### src/rtl/paps_pkg.sv
// package for the phase accumulator polynomial sine oscillator
// holds controller states, datapath command and status types, coefficients
// depends on nothing
package paps_pkg;

    localparam int unsigned DATA_W = 16;
    localparam int unsigned PROD_W = 2 * DATA_W;

    localparam logic signed [DATA_W-1:0] COEF_A = 16'sd25718;
    localparam logic signed [DATA_W-1:0] COEF_B = -16'sd20953;
    localparam logic signed [DATA_W-1:0] COEF_C = 16'sd18276;

    localparam logic signed [DATA_W-1:0] QUARTER_TURN = 16'sd16384;
    localparam logic signed [DATA_W-1:0] POS_FULL     = 16'sd32767;
    localparam logic signed [DATA_W-1:0] NEG_FULL     = -16'sd32767;

    localparam int unsigned CFG_IDX_W = 1;
    localparam logic [CFG_IDX_W-1:0] CFG_PHASE_STEP = 1'd0;
    localparam logic [CFG_IDX_W-1:0] CFG_RUN_LENGTH = 1'd1;

    localparam logic [DATA_W-1:0] RUN_LENGTH_RESET = 16'd1024;

    typedef enum logic [3:0] {
        ST_IDLE,
        ST_MUL_XX,
        ST_MUL_XA,
        ST_MUL_XSQX,
        ST_WAIT_XCU,
        ST_MUL_XCUXSQ,
        ST_MUL_XCUB,
        ST_MUL_X5C,
        ST_WR_TC,
        ST_FINISH
    } state_t;

    typedef enum logic [2:0] {
        MUL_X_X,
        MUL_X_A,
        MUL_XSQ_X,
        MUL_XCU_XSQ,
        MUL_XCU_B,
        MUL_X5_C
    } mul_sel_t;

    typedef enum logic [2:0] {
        WR_NONE,
        WR_XSQ,
        WR_TA,
        WR_XCU,
        WR_X5,
        WR_TB,
        WR_TC
    } wr_sel_t;

    typedef struct packed {
        logic     start;
        mul_sel_t mul_sel;
        wr_sel_t  wr_sel;
        logic     load_out;
    } dp_cmd_t;

    typedef struct packed {
        logic out_busy;
    } dp_status_t;

endpackage

### src/rtl/paps_ctrl.sv
// controller state machine for the polynomial sine oscillator
// sequences the shared multiplier and drives the datapath commands
// depends on paps_pkg
module paps_ctrl
    import paps_pkg::*;
(
    input  logic       aclk,
    input  logic       aresetn,
    input  logic       s_valid,
    output logic       s_ready,
    input  dp_status_t status,
    output dp_cmd_t    cmd
);

    state_t state_reg, state_next;

    always_ff @(posedge aclk) begin
        if (!aresetn) begin
            state_reg <= ST_IDLE;
        end else begin
            state_reg <= state_next;
        end
    end

    always_comb begin
        state_next = state_reg;
        case (state_reg)
            ST_IDLE: begin
                if (s_valid) begin
                    state_next = ST_MUL_XX;
                end
            end
            ST_MUL_XX:     state_next = ST_MUL_XA;
            ST_MUL_XA:     state_next = ST_MUL_XSQX;
            ST_MUL_XSQX:   state_next = ST_WAIT_XCU;
            ST_WAIT_XCU:   state_next = ST_MUL_XCUXSQ;
            ST_MUL_XCUXSQ: state_next = ST_MUL_XCUB;
            ST_MUL_XCUB:   state_next = ST_MUL_X5C;
            ST_MUL_X5C:    state_next = ST_WR_TC;
            ST_WR_TC:      state_next = ST_FINISH;
            ST_FINISH: begin
                if (!status.out_busy) begin
                    state_next = ST_IDLE;
                end
            end
            default:       state_next = ST_IDLE;
        endcase
    end

    always_comb begin
        s_ready      = 1'b0;
        cmd.start    = 1'b0;
        cmd.mul_sel  = MUL_X_X;
        cmd.wr_sel   = WR_NONE;
        cmd.load_out = 1'b0;
        case (state_reg)
            ST_IDLE: begin
                s_ready   = 1'b1;
                cmd.start = s_valid;
            end
            ST_MUL_XX: begin
                cmd.mul_sel = MUL_X_X;
            end
            ST_MUL_XA: begin
                cmd.mul_sel = MUL_X_A;
                cmd.wr_sel  = WR_XSQ;
            end
            ST_MUL_XSQX: begin
                cmd.mul_sel = MUL_XSQ_X;
                cmd.wr_sel  = WR_TA;
            end
            ST_WAIT_XCU: begin
                cmd.wr_sel = WR_XCU;
            end
            ST_MUL_XCUXSQ: begin
                cmd.mul_sel = MUL_XCU_XSQ;
            end
            ST_MUL_XCUB: begin
                cmd.mul_sel = MUL_XCU_B;
                cmd.wr_sel  = WR_X5;
            end
            ST_MUL_X5C: begin
                cmd.mul_sel = MUL_X5_C;
                cmd.wr_sel  = WR_TB;
            end
            ST_WR_TC: begin
                cmd.wr_sel = WR_TC;
            end
            ST_FINISH: begin
                cmd.load_out = !status.out_busy;
            end
            default: begin
                s_ready = 1'b0;
            end
        endcase
    end

endmodule

### src/rtl/paps_dp.sv
// datapath for the polynomial sine oscillator
// phase accumulator, quarter-wave fold, shared multiplier, output register
// depends on paps_pkg
module paps_dp
    import paps_pkg::*;
(
    input  logic                        aclk,
    input  logic                        aresetn,
    input  logic                        cfg_wr_en,
    input  logic [CFG_IDX_W-1:0]        cfg_index,
    input  logic [DATA_W-1:0]           cfg_wdata,
    input  logic                        s_restart,
    input  dp_cmd_t                     cmd,
    output dp_status_t                  status,
    output logic                        m_valid,
    input  logic                        m_ready,
    output logic signed [DATA_W-1:0]    m_sample,
    output logic                        m_last
);

    logic [DATA_W-1:0]        phase_step_reg, run_length_reg;
    logic [DATA_W-1:0]        phase_reg, phase_next;
    logic [DATA_W-1:0]        index_reg, index_next;
    logic                     last_reg;
    logic signed [DATA_W-1:0] x_reg, xsq_reg, xcu_reg, x5_reg;
    logic signed [DATA_W-1:0] ta_reg, tb_reg, tc_reg;
    logic signed [PROD_W-1:0] prod_reg;
    logic                     m_valid_reg;
    logic signed [DATA_W-1:0] m_sample_reg;
    logic                     m_last_reg;

    logic [DATA_W-1:0]        phase_eff, index_eff;
    logic                     last_now;
    logic signed [DATA_W-1:0] x_fold;
    logic signed [DATA_W-1:0] op_a, op_b;
    logic signed [DATA_W-1:0] prod_hi;
    logic signed [DATA_W-1:0] sum;

    function automatic logic signed [DATA_W-1:0] fold(input logic signed [DATA_W-1:0] p);
        logic signed [DATA_W-1:0] d;
        d = '0;
        if (p == QUARTER_TURN) begin
            fold = POS_FULL;
        end else if (p < QUARTER_TURN && p > -QUARTER_TURN) begin
            fold = {p[DATA_W-2:0], 1'b0};
        end else if (p > QUARTER_TURN && p != POS_FULL) begin
            d    = POS_FULL - p;
            fold = {d[DATA_W-2:0], 1'b0};
        end else begin
            d    = NEG_FULL - p;
            fold = {d[DATA_W-2:0], 1'b0};
        end
    endfunction

    // accept-time state update
    always_comb begin
        phase_eff  = s_restart ? '0 : phase_reg;
        index_eff  = s_restart ? '0 : index_reg;
        last_now   = ({1'b0, index_eff} + 17'd1) >= {1'b0, run_length_reg};
        phase_next = last_now ? '0 : phase_eff + phase_step_reg;
        index_next = last_now ? '0 : index_eff + 16'd1;
        x_fold     = fold(phase_eff);
    end

    // shared multiplier operand select
    always_comb begin
        case (cmd.mul_sel)
            MUL_X_X:     begin op_a = x_reg;   op_b = x_reg;   end
            MUL_X_A:     begin op_a = x_reg;   op_b = COEF_A;  end
            MUL_XSQ_X:   begin op_a = xsq_reg; op_b = x_reg;   end
            MUL_XCU_XSQ: begin op_a = xcu_reg; op_b = xsq_reg; end
            MUL_XCU_B:   begin op_a = xcu_reg; op_b = COEF_B;  end
            MUL_X5_C:    begin op_a = x5_reg;  op_b = COEF_C;  end
            default:     begin op_a = x_reg;   op_b = x_reg;   end
        endcase
    end

    assign prod_hi = prod_reg[PROD_W-1:DATA_W];
    assign sum     = tc_reg + tb_reg + ta_reg;

    always_ff @(posedge aclk) begin
        if (!aresetn) begin
            phase_step_reg <= '0;
            run_length_reg <= RUN_LENGTH_RESET;
            phase_reg      <= '0;
            index_reg      <= '0;
            m_valid_reg    <= 1'b0;
        end else begin
            if (cfg_wr_en) begin
                case (cfg_index)
                    CFG_PHASE_STEP: phase_step_reg <= cfg_wdata;
                    CFG_RUN_LENGTH: run_length_reg <= cfg_wdata;
                    default: ;
                endcase
            end
            if (cmd.start) begin
                phase_reg <= phase_next;
                index_reg <= index_next;
            end
            if (cmd.load_out) begin
                m_valid_reg <= 1'b1;
            end else if (m_ready) begin
                m_valid_reg <= 1'b0;
            end
        end
    end

    always_ff @(posedge aclk) begin
        prod_reg <= PROD_W'(op_a) * PROD_W'(op_b);
        if (cmd.start) begin
            x_reg    <= x_fold;
            last_reg <= last_now;
        end
        case (cmd.wr_sel)
            WR_XSQ:  xsq_reg <= {prod_hi[DATA_W-2:0], 1'b0};
            WR_TA:   ta_reg  <= {prod_hi[DATA_W-2:0], 1'b0};
            WR_XCU:  xcu_reg <= {prod_hi[DATA_W-2:0], 1'b0};
            WR_X5:   x5_reg  <= {prod_hi[DATA_W-2:0], 1'b0};
            WR_TB:   tb_reg  <= prod_hi;
            WR_TC:   tc_reg  <= prod_hi >>> 3;
            default: ;
        endcase
        if (cmd.load_out) begin
            m_sample_reg <= {sum[DATA_W-2:0], 1'b0};
            m_last_reg   <= last_reg;
        end
    end

    assign status.out_busy = m_valid_reg && !m_ready;
    assign m_valid         = m_valid_reg;
    assign m_sample        = m_sample_reg;
    assign m_last          = m_last_reg;

endmodule

### src/rtl/phase_accumulator_poly_sine_top.sv
// top level of the q15 polynomial sine oscillator
// joins the controller paps_ctrl and the datapath paps_dp
// depends on paps_pkg
//
//  channel  direction  handshake          payload
//  s_       in         s_valid/s_ready    s_restart
//  m_       out        m_valid/m_ready    m_sample, m_last
//  cfg_     in         cfg_wr_en          cfg_index, cfg_wdata
//
// a new beat is taken only once the last one is through: one multiplier is
// shared by six dependent products, each registered before use
// aresetn synchronous, active low: phase, index, config and output valid to reset values
// a stalled output beat holds the finished item; the next beat is then
// taken but its result waits in the datapath until the output frees
module phase_accumulator_poly_sine_top
    import paps_pkg::*;
(
    input  logic                     aclk,
    input  logic                     aresetn,
    input  logic                     cfg_wr_en,
    input  logic [CFG_IDX_W-1:0]     cfg_index,
    input  logic [DATA_W-1:0]        cfg_wdata,
    input  logic                     s_valid,
    output logic                     s_ready,
    input  logic                     s_restart,
    output logic                     m_valid,
    input  logic                     m_ready,
    output logic signed [DATA_W-1:0] m_sample,
    output logic                     m_last
);

    dp_cmd_t    cmd;
    dp_status_t status;

    paps_ctrl u_ctrl (
        .aclk    (aclk),
        .aresetn (aresetn),
        .s_valid (s_valid),
        .s_ready (s_ready),
        .status  (status),
        .cmd     (cmd)
    );

    paps_dp u_dp (
        .aclk      (aclk),
        .aresetn   (aresetn),
        .cfg_wr_en (cfg_wr_en),
        .cfg_index (cfg_index),
        .cfg_wdata (cfg_wdata),
        .s_restart (s_restart),
        .cmd       (cmd),
        .status    (status),
        .m_valid   (m_valid),
        .m_ready   (m_ready),
        .m_sample  (m_sample),
        .m_last    (m_last)
    );

endmodule

### config.mk
export PLATFORM = sky130hd
export DESIGN_NAME = phase_accumulator_poly_sine_top
export DESIGN_NICKNAME = d
export VERILOG_FILES = /design/src/rtl/paps_pkg.sv /design/src/rtl/paps_ctrl.sv /design/src/rtl/paps_dp.sv /design/src/rtl/phase_accumulator_poly_sine_top.sv
export SDC_FILE = /design/constraint.sdc
export NUM_CORES = 1
export LEC_CHECK = 0
export ABC_CLOCK_PERIOD_IN_PS = 9500
export BUFFER_PORTS_ARGS = -buffer_cell sky130_fd_sc_hd__buf_4
export CAP_MARGIN = 20
export CORE_ASPECT_RATIO = 1.4
export CORE_UTILIZATION = 55
export CTS_CLUSTER_DIAMETER = 150
export DETAILED_ROUTE_END_ITERATION = 10
export GPL_TIMING_DRIVEN = 1
export PLACE_DENSITY = 0.7
export SYNTH_ARGS = -nofsm -noshare
export SYNTH_HDL_FRONTEND = slang
export SYNTH_SLANG_ARGS = --single-unit
### constraint.sdc
create_clock -name aclk -period 9.5 [get_ports aclk]
set_input_delay 1.9 -clock aclk [delete_from_list [all_inputs] [get_ports aclk]]
set_output_delay 1.9 -clock aclk [all_outputs]
set_load 0.03 [all_outputs]
### Word level (Yosys, flattened, before mapping)

Cells that the tools add are included.

* $add $sub $neg: 7
* multiply operators: 1
* divide/modulo/power cells: 0
* order comparisons: 4
* eq/ne operators: 24
* shift operators: 0
* multiplexer cells: 18
* bitwise gates (word level): 1
* reductions and logical operators: 11

Operators with widths (number)
* $mux W16: 6
* $pmux W16 S4: 1
* $pmux W16 S3: 1
* $pmux W4 S10: 1
* $mul A16 B16 Y32: 1
* $pmux W3 S6: 1
* $add A16 B1 Y17 const B: 1
* $ge A17 B16 Y1: 1
* $add A16 B1 Y16 const B: 1
* $add A16 B16 Y16: 1
* $eq A16 B16 Y1 const B: 1
* $eq A4 B3 Y1 const B: 4
* $gt A16 B15 Y1 const B: 1
* $gt A16 B16 Y1 const B: 1
* $lt A16 B16 Y1 const B: 1
* $ne A16 B16 Y1 const B: 1
* $add A13 B15 Y15: 1
* $add A15 B15 Y15: 1
* $eq A3 B3 Y1 const B: 5
* $pmux W3 S5: 1
* $sub A1 B15 Y15 const A: 1
* $sub A2 B15 Y15 const A: 1
* $eq A3 B2 Y1 const B: 4
* $eq A4 B2 Y1 const B: 2
* other kinds (13): 26

* flip-flop bits (word level): 221
* bits in latches: 0
* memory bits (writable): 0
* bits in read-only memories: 0
* input bits: 23
* output and inout port bits: 19
* memories kept: 0

### Depth between registers and ports, before layout

Gate-level depths: netlist of the first run.

* word-level depth: 6
* gate-level depth with buffers: 33

### Cells and area by module

A second synthesis of the first run with hierarchy kept.

* cell total of the unflattened synthesis: 2045
* area total of the unflattened synthesis: 19820.3 sq um

Modules (own cells, without submodules)
* paps_dp: times used 1, cells an instance 2001, area each 19438.6 sq um
* paps_ctrl: times used 1, cells an instance 44, area each 381.6 sq um

### Least setup slack after synthesis of the first run

No wires, ideal clock.

* kind: reg-to-reg
* from: register u_ctrl.state_reg[0]
* to: register u_dp.prod_reg[28]
* arrival: 7.587 ns
* data required time: 9.428 ns
* setup slack: 1.841 ns
* stages on the path, launching flop included: 28
* path through: dfxtp_1 > clkbuf_1 > nand2_1 > nor3_1 > clkbuf_1 > nand2_1 > nand4_1 > clkbuf_1 > nand2_1 > fa_1 > fa_1 > fa_1 > inv_1 > fa_1 > fa_1 > inv_1 > fa_1 > inv_1 > ha_1 > a21o_1 > a21oi_1 > o21ai_0 > or3_1 > o21ai_2 > o21ai_2 > and4_1 > a2111oi_0 > xnor2_1

* cells in the longest elaborated chain, start to end: 6
* elaborated cells on any way between the ends: 15
* those cells by class: 1 x mul; 10 x eq/ne; 3 x mux; 1 x reduce/logical

RTL lines
* from (decl): RTL line paps_ctrl.sv:15 `state_t state_reg, state_next;`
* from (signal assigned): RTL line paps_ctrl.sv:21 `state_reg <= state_next;`
* $eq A4 B3 Y1 or $eq A4 B2 Y1 (tied branches): RTL line paps_ctrl.sv:56 `case (state_reg)`
* $pmux W3 S5 *: RTL line paps_ctrl.sv:56
* $eq A3 B2 Y1 or $eq A3 B3 Y1 (tied branches): RTL line paps_dp.sv:67 `case (cmd.mul_sel)`
* $reduce_or A2 Y1 (no line)
* $pmux W16 S3: RTL line paps_dp.sv:67
* $mul A16 B16 Y32 *: RTL line paps_dp.sv:109 `prod_reg <= PROD_W'(op_a) * PROD_W'(op_b);`
* to (signal assigned): RTL line paps_dp.sv:109
* to (decl): RTL line paps_dp.sv:27 `logic signed [PROD_W-1:0] prod_reg;`

Every way passes the cells marked *; elsewhere a longest branch is shown, timed or not.
A chain may end at the register's enable or synchronous reset.

### Worst setup path after layout of the first run

* from: register u_ctrl.state_reg[1]
* to: register u_dp.prod_reg[28]

The elaborated chain is that of the path after synthesis.

==> summary.txt, run 1 <==
Worst setup path
  • Slowest CP cell: nor3_2
  • CP arrival: 8.69 ns
  • Most used cell, CP: fa_1
  • CP startpoint kind: flip-flop
  • Crit-path max cell delay: between 0.8 and 0.9 ns
  • Crit. End Element: flip-flop
  • CP Class: flip-flop to flip-flop
  • CP Max Fanout: 18
  • Req. time, crit path: 9.92 ns

Synth
  • Yosys reg bits: 205
  • Unique masters post-synth: 66
  • Cell taking the most area after synthesis: fa_1
  • Count leader, synth: inv_1
  • Post-Syn Instances: 2084
  • Commonest cells post-synth: inv_1, nand2_1, fa_1
  • EDFF count, synth: 120
  • Post-synth ARST share: 0%
  • Synthesized area: 19400 µm²
  • Yosys Warn Count: 0
  • Seq/Total Area, Yosys: between 20% and 30%
  • Post-synth top area share: 28.4%
  • Top post-synthesis cells by area: fa_1, edfxtp_1, dfxtp_1
  • Mapped Avg Cell Area: 9.33 µm²
  • Primary FF master, synth: edfxtp_1
  • Syn_nets: 2509

Timing
  • Slew margin rel.: between 20% and 30%
  • Final hold vios: 0
  • # setup viols final: 0
  • Fmax: between 100 and 150 MHz
  • Setup_tns: 0 ns
  • Slew Limit Fails: 0
  • RSZ-0062 raised after global routing: no
  • Min cycle time layout: 8.27 ns
  • Worst Tran Pin Value: 1.11 ns
  • Clock skew: 0.0114 ns
  • Final period util: 87.1%

Flow run
  • Max-cap viol count: 0

Global routing
  • Antenna violations before repair: 0
  • GRT overflow: 0
  • First-pass GRT wire length: between 70 and 80 mm
  • GRT Total Usage: 28.0%
  • Largest net degree at the start of global routing: between 60 and 70
  • Vias in the first global route: around 15000

Drt
  • # DRC: 0
  • 1st-pass router iterations: 5
  • Vias per inst: approximately 5.6
  • Initial DRC count: 727
  • Via count: between 10000 and 15000
  • Routed len/inst: 18.7 µm
  • Post-route antenna net violation count: 0
  • Total Wirelength: 48.0 mm

Clock network
  • Post-CTS Hold Buffers: 0
  • CTS Buffer Depth: 3
  • TritonCTS Buffers: 20
  • CTS H-tree lvls: 1
  • Post-CTS Setup Repair Bufs: 0
  • CTS resizes: 0
  • CTS tree: yes
  • CTS root buf: clkbuf_16
  • Clock Sinks: slightly above 200
  • Clock transition at path regs: 0.07 ns
  • Clock Latency Late Sink: 0.49 ns

Placed design
  • DP Wirelength: ~39 mm
  • Post-DP Area: 20200 µm²
  • Placer congestion estimate: a little under 1
  • Port bufs: 40

Final layout
  • Storage element area: about 5300 µm²
  • ANT cells: 0
  • Fillers: ~3100
  • Area Growth Syn to Fin: 7.61%
  • Area of the multi-input gates: 12500 µm²
  • Nets: 2517
  • Fraction of layout cells with a size suffix above 1: under 10%
  • Fin area: 20900 µm²

Floorplan
  • Full die area: 36100 µm²
  • Core ar.: ~35000 µm²
  • Die extent in x: 161 µm
  • # rows: 81
  • Starting Density: 55.8%
  • I/O Pins: 42
  • Chip height: roughly 220 µm

Min path
  • Worst min path class: flip-flop to flip-flop

Outcome
  • Status: completed
## metrics by stage
stage | utilization (%) | worst slack (ns) | cells | hold slack (ns)
2_1_floorplan | - | 1.84 | 2084 | 0.386
3_3_place_gp | 58.0 | 1.50 | 2525 | 0.403
3_5_place_dp | 58.0 | 1.29 | 2526 | 0.410
4_1_cts | 60.0 | 1.27 | 2562 | 0.420
5_1_grt | 60.0 | 0.778 | 2562 | 0.427
6_report | 60.0 | 1.23 | 2562 | 0.417
## worst max-delay path: cells and delay by family (launching register included)
| family | cells | cell delay [ns] |
|---|---|---|
| AO/OA/AOI/OAI | 6 | 1.29 |
| XOR/XNOR | 1 | 0.17 |
| adder cells (fa/ha/maj) | 7 | 3.45 |
| buffers and inverters | 5 | 0.27 |
| flip-flops | 1 | 0.70 |
| AND/OR/NAND/NOR | 7 | 2.33 |
## cells by family after synthesis
family	synth area share (%)
DFF	27.3
AOI/OAI and AO/OA	7.86
and+or+nand+nor	16.6
other	0.0193
xor gates and xnor gates	3.20
adders and majority gates	36.6
buffers and inverters	8.47
## path summary, 6_finish.rpt
| kind | start | end | slack (ns) | cells after the start |
|---|---|---|---|---|
| min | u_dp.last_reg | u_dp.m_last | 0.42 | 0 |
| max | u_ctrl.state_reg[1] | u_dp.prod_reg[28] | 1.23 | 26 |
| min reg2reg | u_dp.last_reg | u_dp.m_last | 0.42 | 0 |
| max reg2reg | u_ctrl.state_reg[1] | u_dp.prod_reg[28] | 1.23 | 26 |
## placed cells by master, fill, tap and decap left out, types with 47 or more instances in the layout
master,Yosys,final
nand3_1,51,51
xnor2_1,47,47
inv_1,352,352
nand2_1,331,331
edfxtp_1,120,120
nor2_1,174,172
fa_1,276,276
buf_4,1,63
ha_1,126,126
a21oi_1,107,107
dfxtp_1,85,85
## area by class of cell
cell class                 instances  area share [%]
tap                              456            2.73
clock buffer                      27            2.71
inverter                         355            6.37
timing repair buffer              64            2.31
clock inverter                     9           0.598
multi-input combinational       1446            59.9
sequential                       205            25.4
## layer usage
metal	track usage, %	share of wire (%)	up-vias
met1	30.9	36	7089
met4	14.4	5.8	0
met5	0	0	-
li1	-	-	6641
met2	52.7	54	395
met3	2.95	3.9	149
Power of run 1 is left out: the tool's default activity adds up to more than one toggle a clock period on the data nets, which glitch-free logic cannot reach.
==> run 2: changes to the inputs <==
--- a/config.mk
+++ b/config.mk
@@ -14,6 +14,7 @@
 export DETAILED_ROUTE_END_ITERATION = 10
 export GPL_TIMING_DRIVEN = 1
 export PLACE_DENSITY = 0.7
+export REMOVE_ABC_BUFFERS = 1
 export SYNTH_ARGS = -nofsm -noshare
 export SYNTH_HDL_FRONTEND = slang
 export SYNTH_SLANG_ARGS = --single-unit
==> run 2 against run 1 <==
Net effect: count of clock-buffer cells in the layout shrank 5; via count grew 0.95%; utilization grew 0.15 points; setup slack lost 0.17 ns; maximum frequency shrank 2.1%; routed wire length grew 0.29%; non-clock buffer count grew 3; final area grew 0.25%; sequential cell count is the same; critical path type unchanged; highest routed layer unchanged.
==> summary.txt, run 2 (synthesis gave the netlist of run 1 again) <==
Worst setup path
  • Req. time, crit path: 9.91 ns (about the same)
  • Crit-path max cell delay: 0.90 ns (+0.05 ns)
  • Slowest CP cell: dfxtp_1
  • Crit. End Element: flip-flop
  • CP startpoint kind: flip-flop
  • Reg2reg end: u_dp.prod_reg[28]
  • R2R Setup Slk: 1.06 ns (-0.17 ns)
  • Worst-case reg-to-reg path depth: 28 (+7.7%)
  • CP Max Fanout: 27 (+9)
  • CP Class: flip-flop to flip-flop
  • Worst flop-to-flop path startpoint: u_ctrl.state_reg[2]
  • CP arrival: 8.86 ns (+0.17 ns)
  • Most used cell, CP: fa_1

Min path
  • HP Start: u_dp.last_reg
  • Worst min path class: flip-flop to flip-flop
  • Min-Delay Path Depth: 0 (unchanged)
  • Hold EP: u_dp.m_last

Timing
  • RSZ-0062 raised after global routing: no
  • Min setup slack post-route: 1.06 ns (-0.174 ns)
  • # setup viols final: 0 (unchanged)
  • Min cycle time layout: 8.44 ns (+0.174 ns)
  • Final period util: 88.9% (+1.8 points)
  • Clock skew: 0.0277 ns (+0.0164 ns)
  • Setup_tns: 0 ns (unchanged)
  • Final hold vios: 0 (unchanged)
  • Slew margin rel.: 28.3% (+2.3 points)
  • Slew Limit Fails: 0 (unchanged)
  • Worst Tran Pin Value: 1.07 ns (-0.0340 ns)
  • Fmax: 118 MHz (-2.1%)

Clock network
  • CTS H-tree lvls: 1 (unchanged)
  • CTS Buffer Depth: 3 (unchanged)
  • TritonCTS Buffers: 21 (+5.0%)
  • CTS resizes: 0 (unchanged)
  • Post-CTS Hold Buffers: 0 (unchanged)
  • Post-CTS Setup Repair Bufs: 0 (unchanged)
  • Clock Latency Late Sink: 0.51 ns (+0.02 ns)
  • CTS root buf: clkbuf_16
  • CTS tree: yes
  • Clock transition at path regs: 0.07 ns (about the same)
  • Clock Sinks: 205 (unchanged)

Drt
  • Vias per inst: 5.61 (+0.76%)
  • Post-route antenna net violation count: 0 (unchanged)
  • Routed len/inst: 18.7 µm (about the same)
  • 1st-pass router iterations: 6 (+1)
  • Total Wirelength: 48.1 mm (+0.29%)
  • Initial DRC count: 1003 (+38%)
  • # DRC: 0 (unchanged)
  • Via count: 14410 (+0.95%)

Floorplan
  • Chip height: 224 µm (unchanged)
  • I/O Pins: 42 (unchanged)
  • # rows: 81 (unchanged)
  • Die extent in x: 161 µm (unchanged)
  • Core ar.: 34900 µm² (unchanged)
  • Full die area: 36100 µm² (unchanged)
  • Starting Density: 55.8% (unchanged)

Final layout
  • Commonest non-fill, non-tap cell in the layout: inv_1
  • Area Growth Syn to Fin: 7.88%
  • ANT cells: 0 (unchanged)
  • Fin area: 21000 µm² (+0.25%)
  • Most frequent cells in the layout: inv_1, nand2_1, fa_1, nor2_1, ha_1
  • Nets: 2521 (+0.16%)
  • Fraction of layout cells with a size suffix above 1: 6.21% (+0.27 points)

Placed design
  • Place WS: 1.15 ns (-0.140 ns)
  • Placer congestion estimate: 0.957 (-1.2%)
  • DP Wirelength: 39.0 mm (+0.59%)
  • Port bufs: 40 (unchanged)
  • Post-DP Area: 20200 µm² (about the same)

Global routing
  • Vias in the first global route: 15170 (-0.23%)
  • Largest net degree at the start of global routing: 63 (unchanged)
  • GRT Total Usage: 27.8% (-0.21 points)
  • Antenna violations before repair: 0 (unchanged)
  • GRT overflow: 0 (unchanged)
  • First-pass GRT wire length: 78.1 mm (about the same)

Outcome
  • Status: completed

Flow run
  • Max-cap viol count: 0 (unchanged)
[run 2: cell count changes in the layout (fill, tap and decap cells not counted), sizes merged]
| cell | before | now |
|---|---|---|
| clkbuf | 27 | 22 |
| clkinvlp | 0 | 4 |
| buf | 64 | 67 |
| inv | 354 | 356 |
| bufinv | 3 | 4 |
[run 2: worst max-delay path: cells and delay by family, from the launching register on]
kind	cells	cell delay (ns)
xor+xnor	1	0.17
buf+inv	5	0.26
flops	1	0.90
compound gates	7	1.37
fa+ha+maj	7	3.44
simple gates	8	2.19
[run 2: metal layers]
metal	wire length [µm]	track usage, %	vias up
li1	-	-	6653
met1	17600	31.4	7148
met2	25700	52.2	462
met3	2070	2.29	147
met4	2750	13.6	0
met5	0	0	-
[run 2: per-stage QoR]
step                hold WS [ns]  cells  utilization (%)
floorplan                  0.386   2006                -
global placement           0.407   2528             58.0
detailed placement         0.408   2528             58.0
CTS                        0.422   2566             60.1
global route               0.428   2567             60.2
finish                     0.419   2567             60.2
[run 2: layout make-up]
type                            count  area, µm²
Clock buffer                       22        529
Clock inverter                     16        200
Fill cell                        3017      13900
Inverter                          355       1330
Multi-Input combinational cell   1446      12500
Sequential cell                   205       5310
Tap cell                          456        571
Timing Repair Buffer               67        507
[run 2: worst max-delay path by stage]
stage	from	end	slack (ns)	cells past startpoint
2_1_floorplan	u_ctrl.state_reg[0]	u_dp.prod_reg[28]	0.76	26
3_3_place_gp	u_ctrl.state_reg[2]	u_dp.prod_reg[28]	1.32	28
3_5_place_dp	u_ctrl.state_reg[2]	u_dp.prod_reg[28]	1.15	29
4_1_cts	u_ctrl.state_reg[2]	u_dp.prod_reg[28]	1.13	29
5_1_grt	u_ctrl.state_reg[2]	u_dp.prod_reg[28]	0.58	28
6_report	u_ctrl.state_reg[2]	u_dp.prod_reg[28]	1.06	28
Power of run 2 is left out for the same reason.
==> run 3: changes to the inputs <==
--- a/config.mk
+++ b/config.mk
@@ -5,6 +5,7 @@
 export SDC_FILE = /design/constraint.sdc
 export NUM_CORES = 1
 export LEC_CHECK = 0
+export ABC_AREA = 1
 export ABC_CLOCK_PERIOD_IN_PS = 9500
 export BUFFER_PORTS_ARGS = -buffer_cell sky130_fd_sc_hd__buf_4
 export CAP_MARGIN = 20
==> run 3 against run 2 <==
Net effect: register-to-register slack better by 0.70 ns; area after synthesis grew 4.2%; maximum frequency rose by 9.0%; global-route usage rose by 1.9 points; via count is 8.8% higher; first-iteration DRC count is 5.4% lower; setup slack gained 0.70 ns; cell count is 11% higher; die area increased by 4.2%; sequential cell count stayed put; critical path type unchanged.
==> summary.txt, run 3 <==
Outcome
  • Status: completed

Worst setup path
  • CP Max Fanout: 21 (-22%)
  • R2R Setup Slk: 1.75 ns (+0.70 ns)
  • Req. time, crit path: 9.91 ns (about the same)
  • CP arrival: 8.16 ns (-0.70 ns)
  • CP startpoint kind: flip-flop
  • CP Class: flip-flop to flip-flop
  • Worst-case reg-to-reg path depth: 27 (-3.6%)
  • Reg2reg end: u_dp.prod_reg[31]
  • Crit. End Element: flip-flop
  • Worst flop-to-flop path startpoint: u_ctrl.state_reg[1]

Final layout
  • Fillers: 3195 (+5.9%)
  • Most frequent cells in the layout: inv_1, nand2_1, nor2_1, fa_1, ha_1
  • Area of the multi-input gates: 12800 µm² (+2.0%)
  • Commonest non-fill, non-tap cell in the layout: inv_1
  • Nets: 2800 (+11%)
  • Fraction of layout cells with a size suffix above 1: 6.49% (+0.28 points)
  • Area Growth Syn to Fin: 7.74%
  • ANT cells: 0 (unchanged)
  • Storage element area: 5310 µm² (unchanged)
  • Fin area: 21800 µm² (+4.1%)
  • Fin util: 60.6% (+0.45 points)
  • Fin cells: 2852 (+11%)

Synth
  • Seq/Total Area, Yosys: 26.2% (-1.1 points)
  • Cell taking the most area after synthesis: fa_1
  • Main combinational cell family by area after synthesis: adder cells
  • Adder and majority cell fraction of the synthesized area: 35.0% (-1.5 points)
  • Primary FF master, synth: edfxtp_1
  • Post-synth top area share: 27.3% (-1.1 points)
  • Post-Synth XOR/XNOR Area: 2.85% (-0.35 points)
  • Unique masters post-synth: 57 (-14%)
  • Top post-synthesis cells by area: fa_1, edfxtp_1, inv_1
  • Commonest cells post-synth: inv_1, nand2_1, nor2_1
  • Yosys Warn Count: 0 (unchanged)
  • Post-synth ARST share: 0% (unchanged)
  • EDFF count, synth: 120 (unchanged)
  • Synthesized area: 20300 µm² (+4.2%)
  • Mapped Avg Cell Area: 8.66 µm² (-7.2%)
  • Post-Syn Instances: 2340 (+12%)
  • Count leader, synth: inv_1
  • Synth Area in Simple Gates: 16.8% (+0.18 points)
  • Compound-gate portion of the synthesized area: 8.36% (+0.50 points)
  • Multiplexer area fraction after synthesis: 0% (unchanged)
  • Yosys reg bits: 205 (unchanged)

Flow run
  • Max-cap viol count: 0 (unchanged)

Timing
  • Worst Tran Pin Value: 1.08 ns (+0.00127 ns)
  • Min cycle time layout: 7.75 ns (-0.698 ns)
  • Slew margin rel.: 28.3% (about the same)
  • Final period util: 81.5% (-7.3 points)
  • Clock skew: 0.0287 ns (+0.000945 ns)
  • # setup viols final: 0 (unchanged)
  • RSZ-0062 raised after global routing: no
  • Final hold vios: 0 (unchanged)
  • Setup_tns: 0 ns (unchanged)
  • Slew Limit Fails: 0 (unchanged)
  • Fmax: 129 MHz (+9.0%)

Clock network
  • CTS Buffer Depth: 3 (unchanged)
  • Clock Latency Late Sink: 0.54 ns (+0.03 ns)
  • TritonCTS Buffers: 21 (unchanged)
  • Post-CTS Setup Repair Bufs: 0 (unchanged)
  • CTS tree: yes
  • CTS resizes: 0 (unchanged)
  • CTS H-tree lvls: 1 (unchanged)
  • Post-CTS Hold Buffers: 0 (unchanged)
  • Clock transition at path regs: 0.07 ns (about the same)
  • Clock Sinks: 205 (unchanged)
  • CTS root buf: clkbuf_16

Drt
  • # DRC: 0 (unchanged)
  • Routed len/inst: 18.6 µm (-0.68%)
  • Post-route antenna net violation count: 0 (unchanged)
  • Via count: 15680 (+8.8%)
  • 1st-pass router iterations: 5 (-1)
  • Total Wirelength: 53.1 mm (+10%)
  • Vias per inst: 5.50 (-2.1%)
  • Initial DRC count: 949 (-5.4%)

Floorplan
  • # rows: 82 (+1.2%)
  • Starting Density: 56.3% (+0.49 points)
  • Core ar.: 36000 µm² (+3.3%)
  • Die extent in x: 164 µm (+2.1%)
  • Full die area: 37600 µm² (+4.2%)
  • Chip height: 229 µm (+2.1%)
  • I/O Pins: 42 (unchanged)

Placed design
  • Port bufs: 40 (unchanged)
  • Post-DP Area: 21100 µm² (+4.2%)
  • Placed Instances: 2814 (+11%)
  • DP Wirelength: 42.8 mm (+9.7%)
  • Placer congestion estimate: 0.959 (+0.26%)

Min path
  • Hold EP: u_dp.m_last
  • Min-Delay Path Depth: 0 (unchanged)
  • Worst min path class: flip-flop to flip-flop
  • HP Start: u_dp.last_reg

Global routing
  • First-pass GRT wire length: 85.1 mm (+8.9%)
  • Largest net degree at the start of global routing: 50 (-21%)
  • Antenna violations before repair: 0 (unchanged)
  • Vias in the first global route: 16479 (+8.6%)
  • GRT overflow: 0 (unchanged)
  • GRT Total Usage: 29.7% (+1.9 points)
## run 3: cell count changes in the layout (fill, tap and decap cells not counted), moves of 16 or more
cell,change
xnor2_1,-21
a21o_1,-16
nand2_1,+46
xor2_1,+16
nand2b_1,-25
nand4_1,+20
o21ai_0,+34
and4_1,-16
inv_1,+141
nor2_1,+107
nor2b_1,-26
## run 3: critical path, cell delays in order, from the launching register on
cell      delay [ns]
dfxtp_1         0.35
nand2_1         0.17
inv_2           0.09
nand2_4         0.14
clkinv_1        0.67
nand2_1         0.25
nand3_1         0.11
o21ai_2         0.28
clkinv_1        0.48
nand2_1         0.19
fa_1            0.49
fa_1            0.48
fa_1            0.58
inv_1           0.07
fa_1            0.49
fa_1            0.49
inv_1           0.05
fa_1            0.56
inv_1           0.05
ha_1            0.38
inv_1           0.12
o21bai_1        0.11
a21oi_1         0.30
o21ai_0         0.22
a31oi_1         0.30
nand2_1         0.08
nand2_1         0.06
nand2_1         0.05
## run 3: worst max-delay path by stage
stage / start / end / slack, ns / cells past startpoint
after floorplan: u_ctrl.state_reg[1] / u_dp.prod_reg[30] / 2.02 / 22
after global placement: u_ctrl.state_reg[0] / u_dp.prod_reg[27] / 1.61 / 26
after detailed placement: u_ctrl.state_reg[1] / u_dp.prod_reg[30] / 1.83 / 23
after CTS: u_ctrl.state_reg[1] / u_dp.prod_reg[31] / 1.82 / 27
after global routing: u_ctrl.state_reg[1] / u_dp.prod_reg[31] / 1.32 / 27
final: u_ctrl.state_reg[1] / u_dp.prod_reg[31] / 1.75 / 27
## run 3: per-layer routing
layer  track usage [%]  part of all wire (%)
met2              53.8                    53
met1              35.0                    38
met3              3.42                   5.3
met5                 0                     0
met4              12.3                   4.5
## run 3: logic make-up (layout without fill, tap and decap cells)
group,Yosys count,in the layout
buf+inv,563,613
other cells,1,1
compound gates,288,288
flops,205,205
simple gates,815,815
xor+xnor,66,66
fa+ha+maj,402,402
## run 3: stage by stage
step,hold WS (ns),setup slack [ns]
3_5_place_dp,0.408,1.83
5_1_grt,0.437,1.32
6_report,0.420,1.75
4_1_cts,0.423,1.82
2_1_floorplan,0.386,2.02
3_3_place_gp,0.403,1.61
## run 3: final cells by class
cell class,instances,share of cell area [%]
clock buffers,24,2.56
multi-input cells,1572,58.5
well taps,462,2.65
inverters,510,8.80
flip-flops and latches,205,24.3
clock inverters,14,0.820
repair buffers,65,2.33
Power of run 3 is left out for the same reason.
